**src/hdl/scap_pkg.sv**
```systemverilog
// shared widths, limits and register codes for the strip chart plotter
`timescale 1ns / 1ps
package scap_pkg;

    localparam int SAMPLE_W   = 32;
    localparam int WORST_W    = 31;
    localparam int INDEX_W    = 6;
    localparam int X_W        = 11;
    localparam int Y_W        = 10;
    localparam int TOP_W      = 31;
    localparam int LOW_W      = 8;
    localparam int VAL_W      = 16;
    localparam int FLOOR_W    = 16;
    localparam int COORD_W    = 10;
    localparam int DIFF_W     = 15;
    localparam int PROD_W     = DIFF_W + COORD_W;
    localparam int XNUM_W     = INDEX_W + COORD_W;
    localparam int DIV_STEPS  = 16;
    localparam int STEP_W     = 4;
    localparam int CFG_IDX_W  = 8;
    localparam int CFG_DATA_W = 16;

    localparam logic signed [SAMPLE_W-1:0] SAMPLE_HI = 32000;
    localparam logic signed [SAMPLE_W-1:0] SAMPLE_LO = -32768;

    localparam logic [FLOOR_W-1:0] RST_TIME_TOP_FLOOR = 16'd20;
    localparam logic [LOW_W-1:0]   RST_TEMP_AXIS_LOW  = 8'd20;
    localparam logic [FLOOR_W-1:0] RST_TEMP_TOP_FLOOR = 16'd60;
    localparam logic [COORD_W-1:0] RST_PLOT_LEFT_X    = 10'd8;
    localparam logic [COORD_W-1:0] RST_PLOT_WIDTH     = 10'd304;
    localparam logic [COORD_W-1:0] RST_PLOT_BOTTOM_Y  = 10'd140;
    localparam logic [COORD_W-1:0] RST_PLOT_HEIGHT    = 10'd110;

    typedef enum logic [CFG_IDX_W-1:0] {
        CFG_TIME_TOP_FLOOR = 8'd0,
        CFG_TEMP_AXIS_LOW  = 8'd1,
        CFG_TEMP_TOP_FLOOR = 8'd2,
        CFG_PLOT_LEFT_X    = 8'd3,
        CFG_PLOT_WIDTH     = 8'd4,
        CFG_PLOT_BOTTOM_Y  = 8'd5,
        CFG_PLOT_HEIGHT    = 8'd6
    } t_cfg_idx;

endpackage

```
**src/hdl/scap_if.sv**
```systemverilog
// sample, point and register write channels
`timescale 1ns / 1ps
interface scap_in_if import scap_pkg::*; ();
    logic                       valid;
    logic                       ready;
    logic signed [SAMPLE_W-1:0] sample;
    logic [WORST_W-1:0]         worst_seen;
    logic                       temperature_mode;

    modport source (output valid, output sample, output worst_seen,
                    output temperature_mode, input ready);
    modport sink   (input valid, input sample, input worst_seen,
                    input temperature_mode, output ready);
endinterface

interface scap_out_if import scap_pkg::*; ();
    logic                    valid;
    logic                    ready;
    logic [INDEX_W-1:0]      point_index;
    logic [X_W-1:0]          point_x;
    logic [Y_W-1:0]          point_y;
    logic [TOP_W-1:0]        axis_top;
    logic [LOW_W-1:0]        axis_low;
    logic signed [VAL_W-1:0] newest_value;
    logic                    last_point;

    modport source (output valid, output point_index, output point_x, output point_y,
                    output axis_top, output axis_low, output newest_value,
                    output last_point, input ready);
    modport sink   (input valid, input point_index, input point_x, input point_y,
                    input axis_top, input axis_low, input newest_value,
                    input last_point, output ready);
endinterface

interface scap_cfg_if import scap_pkg::*; ();
    logic                  valid;
    logic                  ready;
    logic [CFG_IDX_W-1:0]  index;
    logic [CFG_DATA_W-1:0] data;

    modport source (output valid, output index, output data, input ready);
    modport sink   (input valid, input index, input data, output ready);
endinterface

```
**src/hdl/strip_chart_autoscale_plotter_core.sv**
```systemverilog
// strip chart autoscale plotter: window store, axis scan and bit-serial point scaling
// the window scan reads and compares each held sample through the registered memory read
// per point: read, clamp, multiply, y and x divide one bit per cycle, output once free
// a new word is taken only when the previous frame is fully issued; register writes anytime
// synchronous active-low reset clears control, count and registers; window store is not cleared
`timescale 1ns / 1ps
module strip_chart_autoscale_plotter_core import scap_pkg::*; #(
    parameter int WINDOW_DEPTH = 60
) (
    input  logic         i_clk,
    input  logic         i_rst_n,
    scap_in_if.sink      i_in,
    scap_out_if.source   o_out,
    scap_cfg_if.sink     i_cfg
);

    localparam int AW   = (WINDOW_DEPTH > 1) ? $clog2(WINDOW_DEPTH) : 1;
    localparam int CW   = $clog2(WINDOW_DEPTH + 1);
    localparam int XD_W = $clog2(WINDOW_DEPTH);
    localparam logic [XD_W:0] X_DIV = (XD_W+1)'(WINDOW_DEPTH - 1);

    typedef enum logic [3:0] {
        S_IDLE,
        S_SETUP,
        S_SCAN_RD,
        S_SCAN_CMP,
        S_HEAD,
        S_FLOOR,
        S_SPAN,
        S_PT_RD,
        S_PT_CLAMP,
        S_PT_MUL,
        S_PT_DIV,
        S_PT_OUT
    } t_state;

    t_state r_state;

    logic [FLOOR_W-1:0] r_time_top_floor;
    logic [LOW_W-1:0]   r_temp_axis_low;
    logic [FLOOR_W-1:0] r_temp_top_floor;
    logic [COORD_W-1:0] r_plot_left_x;
    logic [COORD_W-1:0] r_plot_width;
    logic [COORD_W-1:0] r_plot_bottom_y;
    logic [COORD_W-1:0] r_plot_height;

    logic [VAL_W-1:0]   r_mem [WINDOW_DEPTH];
    logic [VAL_W-1:0]   r_rdata;

    logic [AW-1:0]      r_wptr;
    logic [AW-1:0]      r_rd;
    logic [AW-1:0]      r_base;
    logic [CW-1:0]      r_held;
    logic [CW-1:0]      r_cnt;
    logic [VAL_W-1:0]   r_newest;
    logic [WORST_W-1:0] r_worst;
    logic               r_temp;
    logic [DIFF_W-1:0]  r_max;
    logic [TOP_W-1:0]   r_top;
    logic [LOW_W-1:0]   r_low;
    logic [TOP_W-1:0]   r_span;
    logic [DIFF_W-1:0]  r_diff;
    logic [TOP_W-1:0]   r_ry;
    logic [DIV_STEPS-1:0] r_ny;
    logic [XD_W-1:0]    r_rx;
    logic [XNUM_W-1:0]  r_nx;
    logic [STEP_W-1:0]  r_step;

    logic                    r_ov;
    logic [INDEX_W-1:0]      r_o_idx;
    logic [X_W-1:0]          r_o_x;
    logic [Y_W-1:0]          r_o_y;
    logic [TOP_W-1:0]        r_o_top;
    logic [LOW_W-1:0]        r_o_low;
    logic [VAL_W-1:0]        r_o_newest;
    logic                    r_o_last;

    logic               in_acc;
    logic [VAL_W-1:0]   clamped;
    logic [AW-1:0]      n_wptr;
    logic [AW-1:0]      n_rd;
    logic [CW:0]        base_w;
    logic [CW:0]        base_h;
    logic [CW:0]        base_sum;
    logic [TOP_W-1:0]   head_top;
    logic [TOP_W:0]     head_sum;
    logic [FLOOR_W-1:0] floor_sel;
    logic [TOP_W:0]     ysh;
    logic [TOP_W:0]     ysub;
    logic               yge;
    logic [XD_W:0]      xsh;
    logic               xge;
    logic [DIV_STEPS-1:0] pt_y_q;
    logic               pt_last;
    logic               out_free;
    logic [VAL_W-1:0]   pv;

    assign in_acc     = i_in.valid && i_in.ready;
    assign i_in.ready = (r_state == S_IDLE);
    assign i_cfg.ready = 1'b1;

    always_comb begin
        if ($signed(i_in.sample) > SAMPLE_HI) begin
            clamped = SAMPLE_HI[VAL_W-1:0];
        end else if ($signed(i_in.sample) < SAMPLE_LO) begin
            clamped = SAMPLE_LO[VAL_W-1:0];
        end else begin
            clamped = i_in.sample[VAL_W-1:0];
        end
    end

    assign n_wptr = (r_wptr == AW'(WINDOW_DEPTH - 1)) ? '0 : r_wptr + 1'b1;
    assign n_rd   = (r_rd == AW'(WINDOW_DEPTH - 1)) ? '0 : r_rd + 1'b1;

    // oldest held entry of the circular window
    assign base_w   = (CW+1)'(r_wptr);
    assign base_h   = (CW+1)'(r_held);
    assign base_sum = (base_w >= base_h) ? (base_w - base_h)
                                         : (base_w + (CW+1)'(WINDOW_DEPTH) - base_h);

    assign head_top  = (r_worst > TOP_W'(r_max)) ? r_worst : TOP_W'(r_max);
    assign head_sum  = (TOP_W+1)'(head_top) + (TOP_W+1)'(head_top >> 2);
    assign floor_sel = r_temp ? r_temp_top_floor : r_time_top_floor;

    assign ysh  = {r_ry, r_ny[DIV_STEPS-1]};
    assign yge  = (ysh >= (TOP_W+1)'(r_span));
    assign ysub = ysh - (TOP_W+1)'(r_span);
    assign xsh  = {r_rx, r_nx[XNUM_W-1]};
    assign xge  = (xsh >= X_DIV);

    assign pt_y_q   = r_ny;
    assign pt_last  = ((r_cnt + 1'b1) == r_held);
    assign out_free = !r_ov || o_out.ready;
    assign pv       = r_rdata;

    always_ff @(posedge i_clk) begin
        if (in_acc) begin
            r_mem[r_wptr] <= clamped;
        end
        r_rdata <= r_mem[r_rd];
    end

    always_ff @(posedge i_clk) begin
        if (!i_rst_n) begin
            r_state          <= S_IDLE;
            r_time_top_floor <= RST_TIME_TOP_FLOOR;
            r_temp_axis_low  <= RST_TEMP_AXIS_LOW;
            r_temp_top_floor <= RST_TEMP_TOP_FLOOR;
            r_plot_left_x    <= RST_PLOT_LEFT_X;
            r_plot_width     <= RST_PLOT_WIDTH;
            r_plot_bottom_y  <= RST_PLOT_BOTTOM_Y;
            r_plot_height    <= RST_PLOT_HEIGHT;
            r_wptr           <= '0;
            r_rd             <= '0;
            r_held           <= '0;
            r_cnt            <= '0;
            r_step           <= '0;
            r_ov             <= 1'b0;
        end else begin
            if (i_cfg.valid) begin
                case (i_cfg.index)
                    CFG_TIME_TOP_FLOOR: r_time_top_floor <= i_cfg.data;
                    CFG_TEMP_AXIS_LOW:  r_temp_axis_low  <= i_cfg.data[LOW_W-1:0];
                    CFG_TEMP_TOP_FLOOR: r_temp_top_floor <= i_cfg.data;
                    CFG_PLOT_LEFT_X:    r_plot_left_x    <= i_cfg.data[COORD_W-1:0];
                    CFG_PLOT_WIDTH:     r_plot_width     <= i_cfg.data[COORD_W-1:0];
                    CFG_PLOT_BOTTOM_Y:  r_plot_bottom_y  <= i_cfg.data[COORD_W-1:0];
                    CFG_PLOT_HEIGHT:    r_plot_height    <= i_cfg.data[COORD_W-1:0];
                    default: begin
                    end
                endcase
            end

            if (r_ov && o_out.ready && (r_state != S_PT_OUT)) begin
                r_ov <= 1'b0;
            end

            case (r_state)
                S_IDLE: begin
                    if (in_acc) begin
                        r_wptr   <= n_wptr;
                        r_newest <= clamped;
                        r_worst  <= i_in.worst_seen;
                        r_temp   <= i_in.temperature_mode;
                        if (r_held != CW'(WINDOW_DEPTH)) begin
                            r_held <= r_held + 1'b1;
                        end
                        r_state <= S_SETUP;
                    end
                end
                S_SETUP: begin
                    r_base  <= AW'(base_sum);
                    r_rd    <= AW'(base_sum);
                    r_cnt   <= '0;
                    r_max   <= '0;
                    r_state <= S_SCAN_RD;
                end
                S_SCAN_RD: begin
                    r_state <= S_SCAN_CMP;
                end
                S_SCAN_CMP: begin
                    if (!pv[VAL_W-1] && (pv[DIFF_W-1:0] > r_max)) begin
                        r_max <= pv[DIFF_W-1:0];
                    end
                    r_rd <= n_rd;
                    if (pt_last) begin
                        r_state <= S_HEAD;
                    end else begin
                        r_cnt   <= r_cnt + 1'b1;
                        r_state <= S_SCAN_RD;
                    end
                end
                S_HEAD: begin
                    // headroom, saturating
                    r_top   <= head_sum[TOP_W] ? '1 : head_sum[TOP_W-1:0];
                    r_state <= S_FLOOR;
                end
                S_FLOOR: begin
                    if (r_top < TOP_W'(floor_sel)) begin
                        r_top <= TOP_W'(floor_sel);
                    end
                    r_low   <= r_temp ? r_temp_axis_low : '0;
                    r_state <= S_SPAN;
                end
                S_SPAN: begin
                    // axis collapse
                    if (r_top <= TOP_W'(r_low)) begin
                        r_top  <= TOP_W'(r_low) + 1'b1;
                        r_span <= TOP_W'(1);
                    end else begin
                        r_span <= r_top - TOP_W'(r_low);
                    end
                    r_rd    <= r_base;
                    r_cnt   <= '0;
                    r_state <= S_PT_RD;
                end
                S_PT_RD: begin
                    r_state <= S_PT_CLAMP;
                end
                S_PT_CLAMP: begin
                    if (pv[VAL_W-1] || (pv[DIFF_W-1:0] < DIFF_W'(r_low))) begin
                        r_diff <= '0;
                    end else if (TOP_W'(pv[DIFF_W-1:0]) > r_top) begin
                        r_diff <= DIFF_W'(r_top - TOP_W'(r_low));
                    end else begin
                        r_diff <= pv[DIFF_W-1:0] - DIFF_W'(r_low);
                    end
                    r_state <= S_PT_MUL;
                end
                S_PT_MUL: begin
                    // y numerator top bits seed the remainder, low bits shift in
                    r_ry    <= TOP_W'((PROD_W'(r_diff) * PROD_W'(r_plot_height))
                                      >> DIV_STEPS);
                    r_ny    <= DIV_STEPS'(PROD_W'(r_diff) * PROD_W'(r_plot_height));
                    r_rx    <= '0;
                    r_nx    <= XNUM_W'(INDEX_W'(r_cnt)) * XNUM_W'(r_plot_width);
                    r_step  <= '0;
                    r_state <= S_PT_DIV;
                end
                S_PT_DIV: begin
                    r_ry   <= yge ? ysub[TOP_W-1:0] : ysh[TOP_W-1:0];
                    r_ny   <= {r_ny[DIV_STEPS-2:0], yge};
                    r_rx   <= xge ? XD_W'(xsh - X_DIV) : xsh[XD_W-1:0];
                    r_nx   <= {r_nx[XNUM_W-2:0], xge};
                    r_step <= r_step + 1'b1;
                    if (r_step == STEP_W'(DIV_STEPS - 1)) begin
                        r_state <= S_PT_OUT;
                    end
                end
                S_PT_OUT: begin
                    if (out_free) begin
                        r_ov       <= 1'b1;
                        r_o_idx    <= INDEX_W'(r_cnt);
                        r_o_x      <= X_W'(X_W'(r_plot_left_x) + X_W'(r_nx));
                        r_o_y      <= (pt_y_q > DIV_STEPS'(r_plot_bottom_y)) ? '0
                                      : r_plot_bottom_y - Y_W'(pt_y_q);
                        r_o_top    <= r_top;
                        r_o_low    <= r_low;
                        r_o_newest <= r_newest;
                        r_o_last   <= pt_last;
                        r_rd       <= n_rd;
                        if (pt_last) begin
                            r_state <= S_IDLE;
                        end else begin
                            r_cnt   <= r_cnt + 1'b1;
                            r_state <= S_PT_RD;
                        end
                    end
                end
                default: begin
                    r_state <= S_IDLE;
                end
            endcase
        end
    end

    assign o_out.valid        = r_ov;
    assign o_out.point_index  = r_o_idx;
    assign o_out.point_x      = r_o_x;
    assign o_out.point_y      = r_o_y;
    assign o_out.axis_top     = r_o_top;
    assign o_out.axis_low     = r_o_low;
    assign o_out.newest_value = r_o_newest;
    assign o_out.last_point   = r_o_last;

endmodule
```
**src/flat_wrapper.sv**
```systemverilog
// flat-port wrapper written by rule: the top's interface ports become plain ports
module strip_chart_autoscale_plotter_core_flat import scap_pkg::*;
#(
    parameter int WINDOW_DEPTH = 60
)
  (i_clk, i_rst_n, i_in_valid, i_in_sample, i_in_worst_seen, i_in_temperature_mode, i_in_ready, o_out_valid, o_out_point_index, o_out_point_x, o_out_point_y, o_out_axis_top, o_out_axis_low, o_out_newest_value, o_out_last_point, o_out_ready, i_cfg_valid, i_cfg_index, i_cfg_data, i_cfg_ready);
  scap_in_if i_in_i ();
  scap_out_if o_out_i ();
  scap_cfg_if i_cfg_i ();
  input  logic i_clk;
  input  logic i_rst_n;
  input wire logic [$bits(i_in_i.valid)-1:0] i_in_valid;
  input wire logic [$bits(i_in_i.sample)-1:0] i_in_sample;
  input wire logic [$bits(i_in_i.worst_seen)-1:0] i_in_worst_seen;
  input wire logic [$bits(i_in_i.temperature_mode)-1:0] i_in_temperature_mode;
  output wire logic [$bits(i_in_i.ready)-1:0] i_in_ready;
  output wire logic [$bits(o_out_i.valid)-1:0] o_out_valid;
  output wire logic [$bits(o_out_i.point_index)-1:0] o_out_point_index;
  output wire logic [$bits(o_out_i.point_x)-1:0] o_out_point_x;
  output wire logic [$bits(o_out_i.point_y)-1:0] o_out_point_y;
  output wire logic [$bits(o_out_i.axis_top)-1:0] o_out_axis_top;
  output wire logic [$bits(o_out_i.axis_low)-1:0] o_out_axis_low;
  output wire logic [$bits(o_out_i.newest_value)-1:0] o_out_newest_value;
  output wire logic [$bits(o_out_i.last_point)-1:0] o_out_last_point;
  input wire logic [$bits(o_out_i.ready)-1:0] o_out_ready;
  input wire logic [$bits(i_cfg_i.valid)-1:0] i_cfg_valid;
  input wire logic [$bits(i_cfg_i.index)-1:0] i_cfg_index;
  input wire logic [$bits(i_cfg_i.data)-1:0] i_cfg_data;
  output wire logic [$bits(i_cfg_i.ready)-1:0] i_cfg_ready;
  assign i_in_i.valid = i_in_valid;
  assign i_in_i.sample = i_in_sample;
  assign i_in_i.worst_seen = i_in_worst_seen;
  assign i_in_i.temperature_mode = i_in_temperature_mode;
  assign i_in_ready = i_in_i.ready;
  assign o_out_valid = o_out_i.valid;
  assign o_out_point_index = o_out_i.point_index;
  assign o_out_point_x = o_out_i.point_x;
  assign o_out_point_y = o_out_i.point_y;
  assign o_out_axis_top = o_out_i.axis_top;
  assign o_out_axis_low = o_out_i.axis_low;
  assign o_out_newest_value = o_out_i.newest_value;
  assign o_out_last_point = o_out_i.last_point;
  assign o_out_i.ready = o_out_ready;
  assign i_cfg_i.valid = i_cfg_valid;
  assign i_cfg_i.index = i_cfg_index;
  assign i_cfg_i.data = i_cfg_data;
  assign i_cfg_ready = i_cfg_i.ready;
  strip_chart_autoscale_plotter_core #(.WINDOW_DEPTH(WINDOW_DEPTH)) u_core (.i_clk(i_clk), .i_rst_n(i_rst_n), .i_in(i_in_i), .o_out(o_out_i), .i_cfg(i_cfg_i));
endmodule
```
**config.mk**
```make
export PLATFORM = sky130hd
export DESIGN_NAME = strip_chart_autoscale_plotter_core_flat
export DESIGN_NICKNAME = d
export VERILOG_FILES = /design/src/hdl/scap_pkg.sv /design/src/hdl/scap_if.sv /design/src/hdl/strip_chart_autoscale_plotter_core.sv /design/src/flat_wrapper.sv
export SDC_FILE = /design/constraint.sdc
export NUM_CORES = 2
export LEC_CHECK = 0
export BUFFER_PORTS_ARGS = -buffer_cell sky130_fd_sc_hd__clkbuf_2
export CAP_MARGIN = 0
export CELL_PAD_IN_SITES_DETAIL_PLACEMENT = 1
export CELL_PAD_IN_SITES_GLOBAL_PLACEMENT = 1
export CORE_ASPECT_RATIO = 1.5
export CORE_MARGIN = 3
export CORE_UTILIZATION = 45
export CTS_CLUSTER_SIZE = 28
export DETAILED_ROUTE_END_ITERATION = 6
export PLACE_DENSITY = 0.7
export SLEW_MARGIN = 5
export SYNTH_ARGS = -nofsm -noshare
export SYNTH_HDL_FRONTEND = slang
export SYNTH_SLANG_ARGS = --single-unit
```
**constraint.sdc**
```tcl
create_clock -name i_clk -period 8.9 [get_ports i_clk]
set_input_delay 1.78 -clock i_clk [delete_from_list [all_inputs] [get_ports i_clk]]
set_output_delay 1.78 -clock i_clk [all_outputs]
set_load 0.01 [all_outputs]
```
# Word-level counts from Yosys, hierarchy flattened
# Memories as Yosys holds them, arrays and structs flattened. A register that Yosys moved wholly into a read port is not among the register bits.
# Index checks and enable logic that the tools add are counted.
[totals] regBits=419 ram_bits=960 output_inout_bits=86 wordCells=169 n_memories=1
[mem_list] memory="u_core.r_mem" depth=60 width=16 rd=1 rd_ports_with_merged_regs=1 wr=1 line_no="strip_chart_autoscale_plotter_core.sv:47" rtl="logic [VAL_W-1:0] r_mem [WINDOW_DEPTH];"
[classes] addsub=16 n_mul=3 magnitude_cmp=12 n_eq_ne=29 mux=37 reduce_logical=37
[op_table] cell="$mux 31" count=5
[op_table] cell="$pmux 31 s3" count=1
[op_table] cell="$pmux 16 s2" count=2
[op_table] cell="$pmux 31 s2" count=1
[op_table] cell="$mux 16" count=3
[op_table] cell="$pmux 4 s12" count=1
[op_table] cell="$mux 6" count=7
[op_table] cell="$add 31x29->32" count=1
[op_table] cell="$ge 32x31->1" count=1
[op_table] cell="$gt 32x16->1 const B" count=1
[op_table] cell="$lt 32x16->1 const B" count=1
[op_table] cell="$gt 15x31->1" count=1
[op_table] cell="$gt 31x15->1" count=1
[op_table] cell="$le 31x8->1" count=1
[op_table] cell="$lt 31x16->1" count=1
[op_table] cell="$sub 31x31->31" count=1
[op_table] cell="$sub 31x8->31" count=1
[op_table] cell="$mux 15" count=2
[op_table] cell="$pmux 15 s2" count=1
[op_table] cell="$reduce_and 2->1" count=15
[op_table] cell="$mul 15x10->25" count=1
[op_table] cell="$add 6x1->6 const B" count=4
[op_table] cell="$eq 8x3->1 const B" count=3
[op_table] cell="$pmux 6 s4" count=1
[op_table] cell="other kinds (44)" count=77

# Logic depth before layout (Yosys ltp)
[logic_depth] word_depth=5 ltp_mapped=22

# Least setup slack after synthesis
# No wires, ideal clock.
[synth_path] kind="input to register" from="in i_rst_n" to="reg u_core.r_o_low[0], in the netlist u_core.o_out.axis_low[0] (enable)" arrival_ns=5.538 required_ns=8.375 path_slack_ns=2.838 stages=3 n_path_buf=1 cell_sequence="clkbuf_1 > nand2_1 > nor2_1"
[synth_between] elab_chain_cells=1
[synth_rtl] element="start: declaration" line_no="flat_wrapper.sv:11" rtl="input logic i_rst_n;"
[synth_rtl] element="$reduce_and 3->1 (no source line)"
[synth_rtl] element="end signal: assignment" line_no="strip_chart_autoscale_plotter_core.sv:278" rtl="r_o_low <= r_low;"
[synth_rtl] element="end: declaration" line_no="strip_chart_autoscale_plotter_core.sv:74" rtl="logic [LOW_W-1:0] r_o_low;"
# No other way between the ends.
# A chain may end at the register's enable or synchronous reset.

# Worst setup path after layout
[layout_path] from="reg u_core.r_max[1]" to="reg u_core.r_top[26], data pin"
[layout_between] elab_chain_cells=5
[layout_rtl] element="start: declaration" line_no="strip_chart_autoscale_plotter_core.sv:58" rtl="logic [DIFF_W-1:0] r_max;"
[layout_rtl] element="start signal: assignment" line_no="strip_chart_autoscale_plotter_core.sv:203" rtl="r_max <= pv[DIFF_W-1:0];"
[layout_rtl] element="$gt 31x15->1" line_no="strip_chart_autoscale_plotter_core.sv:121" rtl="assign head_top = (r_worst > TOP_W'(r_max)) ? r_worst : TOP_W'(r_max);"
[layout_rtl] element="$mux 31 *" line_no="strip_chart_autoscale_plotter_core.sv:121"
[layout_rtl] element="$add 31x29->32 *" line_no="strip_chart_autoscale_plotter_core.sv:122" rtl="assign head_sum = (TOP_W+1)'(head_top) + (TOP_W+1)'(head_top >> 2);"
[layout_rtl] element="$mux 31 *" line_no="strip_chart_autoscale_plotter_core.sv:215" rtl="r_top <= head_sum[TOP_W] ? '1 : head_sum[TOP_W-1:0];"
[layout_rtl] element="$pmux 31 s3 *" line_no="strip_chart_autoscale_plotter_core.sv:178" rtl="case (r_state)"
[layout_rtl] element="end signal: assignment" line_no="strip_chart_autoscale_plotter_core.sv:215"
[layout_rtl] element="end signal: assignment" line_no="strip_chart_autoscale_plotter_core.sv:220" rtl="r_top <= TOP_W'(floor_sel);"
[layout_rtl] element="end signal: assignment" line_no="strip_chart_autoscale_plotter_core.sv:228" rtl="r_top <= TOP_W'(r_low) + 1'b1;"
[layout_rtl] element="end: declaration" line_no="strip_chart_autoscale_plotter_core.sv:59" rtl="logic [TOP_W-1:0] r_top;"
# Every way passes the cells marked *; elsewhere a longest branch is shown, timed or not.

==> results.py <==
metrics = {
    "timing": {
        "max_freq_mhz": 163,
        "min_period_over_period_pct": 69.1,
        "fin_worst_skew_ns": 0.0200,
        "tns_ns": 0,
        "relSlewSlack_pct": 14.5,
        "finalMaxSlewViolations": 0,
        "fin_crit_ns": 6.15,
        "hold_viol": 0,
        "rsz0062_at_grt": "false",
        "tightestPinTransition_ns": 1.28,
        "setup_viol": 0,
    },
    "cells_and_area": {
        "drive_above_1_share_pct": 17.4,
        "nNetsFinal": 5378,
        "final_cell_mix": "edfxtp_1, nand2_1, mux4_2",
        "multiInputGateArea_um2": 25100,
        "seq_area_um2": 40600,
        "layout_commonest_cell": "edfxtp_1",
        "fillCellCount": 14400,
        "syn2layout_area_growth_pct": 11.7,
    },
    "yosys": {
        "synth_warnings": 0,
        "syn_avg_cell_area_um2": 14.5,
        "synth_top_area_share_pct": 56.3,
        "synthSimpleGateAreaFrac_pct": 8.06,
        "ys_seq_area_share_pct": 60.1,
        "syn_nets": 5160,
        "syn_inst": 4653,
        "synth_compound_area_share_pct": 5.84,
        "synth.area.mux_share_pct": 11.9,
        "synth_edf_count": 1266,
        "post-synth-top-area-cell": "edfxtp_1",
        "synthTopCellsByArea": "edfxtp_1, mux4_2, ha_1",
        "synth_top_family_by_area": "multiplexers",
        "ys_seq_elements": 1395,
        "async_flop_share_pct": 0,
        "synthXorXnorAreaFrac_pct": 1.98,
        "synth_area_um2": 67600,
        "synth_adder_area_share_pct": 9.26,
        "synth_cell_types": 93,
        "dominantRegCellSynth": "edfxtp_1",
    },
    "routing": {
        "ant_nets": 0,
        "via_per_inst": 5.78,
        "wire_per_inst_um": 26.4,
        "drc": 0,
        "routed_wl_um": 182000,
        "num_vias": 39900,
        "drtIter0Drc": 2820,
        "drt-pass1-iter-count": 5,
    },
    "grt": {
        "grt_pass1_wl_um": 274000,
        "first_global_vias": 43400,
        "grt_usage_pct": 23.8,
        "antenna_found_initial": 9,
        "grt_start_max_net_pins": 130,
        "grt_overflow": 0,
    },
    "worst_setup_path": {
        "crit_path_start": "u_core.r_max[1]",
        "endpoint_kind": "flip-flop",
        "r2r-start": "u_core.r_max[1]",
        "r2r_slack_ns": 2.75,
        "worst-path-buf-inv": 1,
        "critical-path-top-delay-family": "compound AO/OA/AOI/OAI gates",
        "crit_cells": 17,
        "cp_data_arrival_time_ns": 6.74,
        "cp-start-kind": "flip-flop",
        "cp_cell_sequence": "inv_1 -> ha_1 -> a21o_1 -> a21oi_1 -> o21ai_0 -> o21ai_0 -> o211ai_1 -> a21oi_2 -> mux2_2 -> ha_1 -> nor2b_1 -> a311o_1 -> a31oi_1 -> o311ai_0 -> a311o_1 -> nand2_1 -> a21oi_1",
        "crit_fanout": 17,
        "slowest_delay_ns": 0.82,
        "r2r_cells": 17,
        "critPathKind": "reg -> reg",
        "crit_required_ns": 9.49,
        "r2r-end": "u_core.r_top[26]",
        "crit_path_top_delay_cell": "a21oi_2",
        "endpoint": "u_core.r_top[26]",
    },
    "clock_tree": {
        "cts_resized": 0,
        "root_buffer": "clkbuf_16",
        "post_cts_buffers": 0,
        "cts_htree_levels": 4,
        "clk_latency_ns": 0.79,
        "numCtsBuffers": 136,
        "ctsHoldBuffers": 0,
        "tritoncts": "done",
        "clk_path_buf_depth": 3,
        "path_clk_slew_ns": 0.07,
        "clock_sinks": 1395,
    },
    "power": {
        "p_comb_share_pct": 21.2,
        "total_leakage_power_uw": 0.0272,
        "switching_share_pct": 28.4,
        "power_uw": 17100,
        "peakVddDrop_mv": 0.198,
        "clockPowerShare_pct": 34.4,
        "switchingPower_uw": 4870,
        "p_seq_share_pct": 44.4,
        "power_density_nw_per_um2": 227,
        "power.internal_uw": 12300,
    },
    "floorplanning": {
        "die-width_um": 322,
        "start_util_pct": 45.4,
        "rows": 173,
        "ioPinCount": 179,
        "fp.coreArea_um2": 149000,
        "die-area_um2": 155000,
        "die-height_um": 481,
    },
    "outcome": {
        "status": "finished clean",
    },
    "placement": {
        "dpl.hpwl_um": 127000,
        "portBuffers": 177,
        "gp_congestion": 0.899,
    },
    "run": {
        "cap_violations": 0,
    },
    "min_path": {
        "hold_class": "reg -> reg",
    },
}
==> worst min path at each step <==
stage          cells past startpoint  slack [ns]                            end           startpoint
2_1_floorplan                      0        0.40   u_core.o_out.newest_value[0]   u_core.r_newest[0]
3_3_place_gp                       0        0.40   u_core.o_out.newest_value[4]   u_core.r_newest[4]
3_5_place_dp                       0        0.41  u_core.o_out.newest_value[14]  u_core.r_newest[14]
4_1_cts                            0        0.41   u_core.o_out.newest_value[5]   u_core.r_newest[5]
5_1_grt                            0        0.42   u_core.o_out.newest_value[5]   u_core.r_newest[5]
6_report                           0        0.42   u_core.o_out.newest_value[3]   u_core.r_newest[3]
==> sequential cells by signal, indices dropped and copies added, names as in the netlist, 8 cells and up <==
signal,cells
u_core.r_plot_width,10
u_core.r_plot_left_x,10
u_core.r_temp_axis_low,8
u_core.pv,16
u_core.o_out.axis_top,31
u_core.r_ry,31
u_core.r_plot_bottom_y,10
u_core.r_newest,16
u_core.r_temp_top_floor,16
u_core.r_mem,960
u_core.o_out.axis_low,8
u_core.o_out.newest_value,16
u_core.r_top,31
u_core.o_out.point_y,10
u_core.r_plot_height,10
u_core.r_nx,16
u_core.r_worst,31
u_core.r_max,15
u_core.r_time_top_floor,16
u_core.pt_y_q,16
u_core.r_span,31
u_core.r_diff,15
u_core.r_low,8
u_core.o_out.point_x,11
==> cells in the mapped netlist, types with 6 or more instances <==
| cell | count |
|---|---|
| nor2b_1 | 40 |
| mux2_2 | 18 |
| nand3_1 | 53 |
| o221ai_1 | 10 |
| a21oi_1 | 210 |
| a21boi_0 | 15 |
| nor3_1 | 62 |
| mux2i_1 | 98 |
| mux4_2 | 304 |
| buf_2 | 10 |
| and2_1 | 126 |
| inv_1 | 290 |
| a41oi_1 | 7 |
| o31ai_1 | 11 |
| ha_1 | 270 |
| a211oi_1 | 21 |
| nor2_1 | 286 |
| o21a_1 | 25 |
| or3_1 | 24 |
| xor2_1 | 41 |
| nor4_1 | 37 |
| o211ai_1 | 12 |
| nand2_1 | 393 |
| o21ai_0 | 123 |
| a31oi_1 | 20 |
| clkbuf_1 | 158 |
| buf_1 | 25 |
| o31a_1 | 7 |
| a221oi_1 | 6 |
| o21bai_1 | 14 |
| xnor2_1 | 109 |
| dfxtp_1 | 129 |
| edfxtp_1 | 1266 |
| o22ai_1 | 16 |
| a21o_1 | 57 |
| and3_1 | 21 |
| nand3b_1 | 16 |
| a211o_1 | 9 |
| or2_2 | 9 |
| nand2b_1 | 24 |
| nand4_1 | 36 |
| fa_1 | 144 |
==> per-layer routing <==
layer  global-route usage, %  vias to the layer above  wire length [um]
met5                       0                        -                13
met4                    11.3                        2              9250
li1                        -                    17900                 -
met3                    3.34                      346              7730
met2                    43.9                      984             97600
met1                    27.1                    20700             67400
==> through the flow <==
stage | setup slack, ns | area [um2] | cells | hold slack [ns] | utilization (%)
final | 2.75 | 75500 | 6902 | 0.420 | 50.8
after global routing | 2.09 | 75500 | 6899 | 0.423 | 50.8
after CTS | 2.69 | 75500 | 6898 | 0.414 | 50.8
after detailed placement | 2.75 | 71000 | 6658 | 0.405 | 47.7
after global placement | 2.90 | 71000 | 6658 | 0.403 | 47.7
after floorplan | 2.84 | 67600 | 4653 | 0.400 | -
==> area by class of cell <==
| cell class | count | share of cell area [%] |
|---|---|---|
| inverter | 293 | 1.46 |
| timing repair buffer | 286 | 2.31 |
| clock inverter | 72 | 1.10 |
| multi-input combinational | 2759 | 33.3 |
| antenna | 4 | 0.0133 |
| sequential | 1395 | 53.8 |
| clock buffer | 168 | 4.86 |
| tap | 1925 | 3.19 |
==> power by group through the flow <==
stage / Sequential [uW] / Combinational [uW] / Clock (uW)
3_5_place_dp: 7740 / 3680 / 0
2_1_floorplan: 7550 / 2600 / 0
6_report: 7600 / 3630 / 5890
5_1_grt: 7620 / 3980 / 6280
3_3_place_gp: 7730 / 3610 / 0
4_1_cts: 7600 / 3690 / 6050
==> cell families (layout without fill, tap and decap cells) <==
family | Yosys count | in the layout
AOI/OAI and AO/OA | 621 | 621
xor gates and xnor gates | 151 | 151
DFF | 1395 | 1395
other | 1 | 5
buffers and inverters | 499 | 819
muxes | 420 | 420
and+or+nand+nor | 1152 | 1152
adders and majority gates | 414 | 414
==> worst register-to-register path: stages (launching register included) <==
cell	delay [ns]
edfxtp_1	0.41
inv_1	0.11
ha_1	0.25
a21o_1	0.18
a21oi_1	0.16
o21ai_0	0.14
o21ai_0	0.20
o211ai_1	0.13
a21oi_2	0.82
mux2_2	0.46
ha_1	0.33
nor2b_1	0.26
a311o_1	0.30
a31oi_1	0.25
o311ai_0	0.58
a311o_1	0.72
nand2_1	0.42
a21oi_1	0.25
Power figures use the tool's default switching activity.
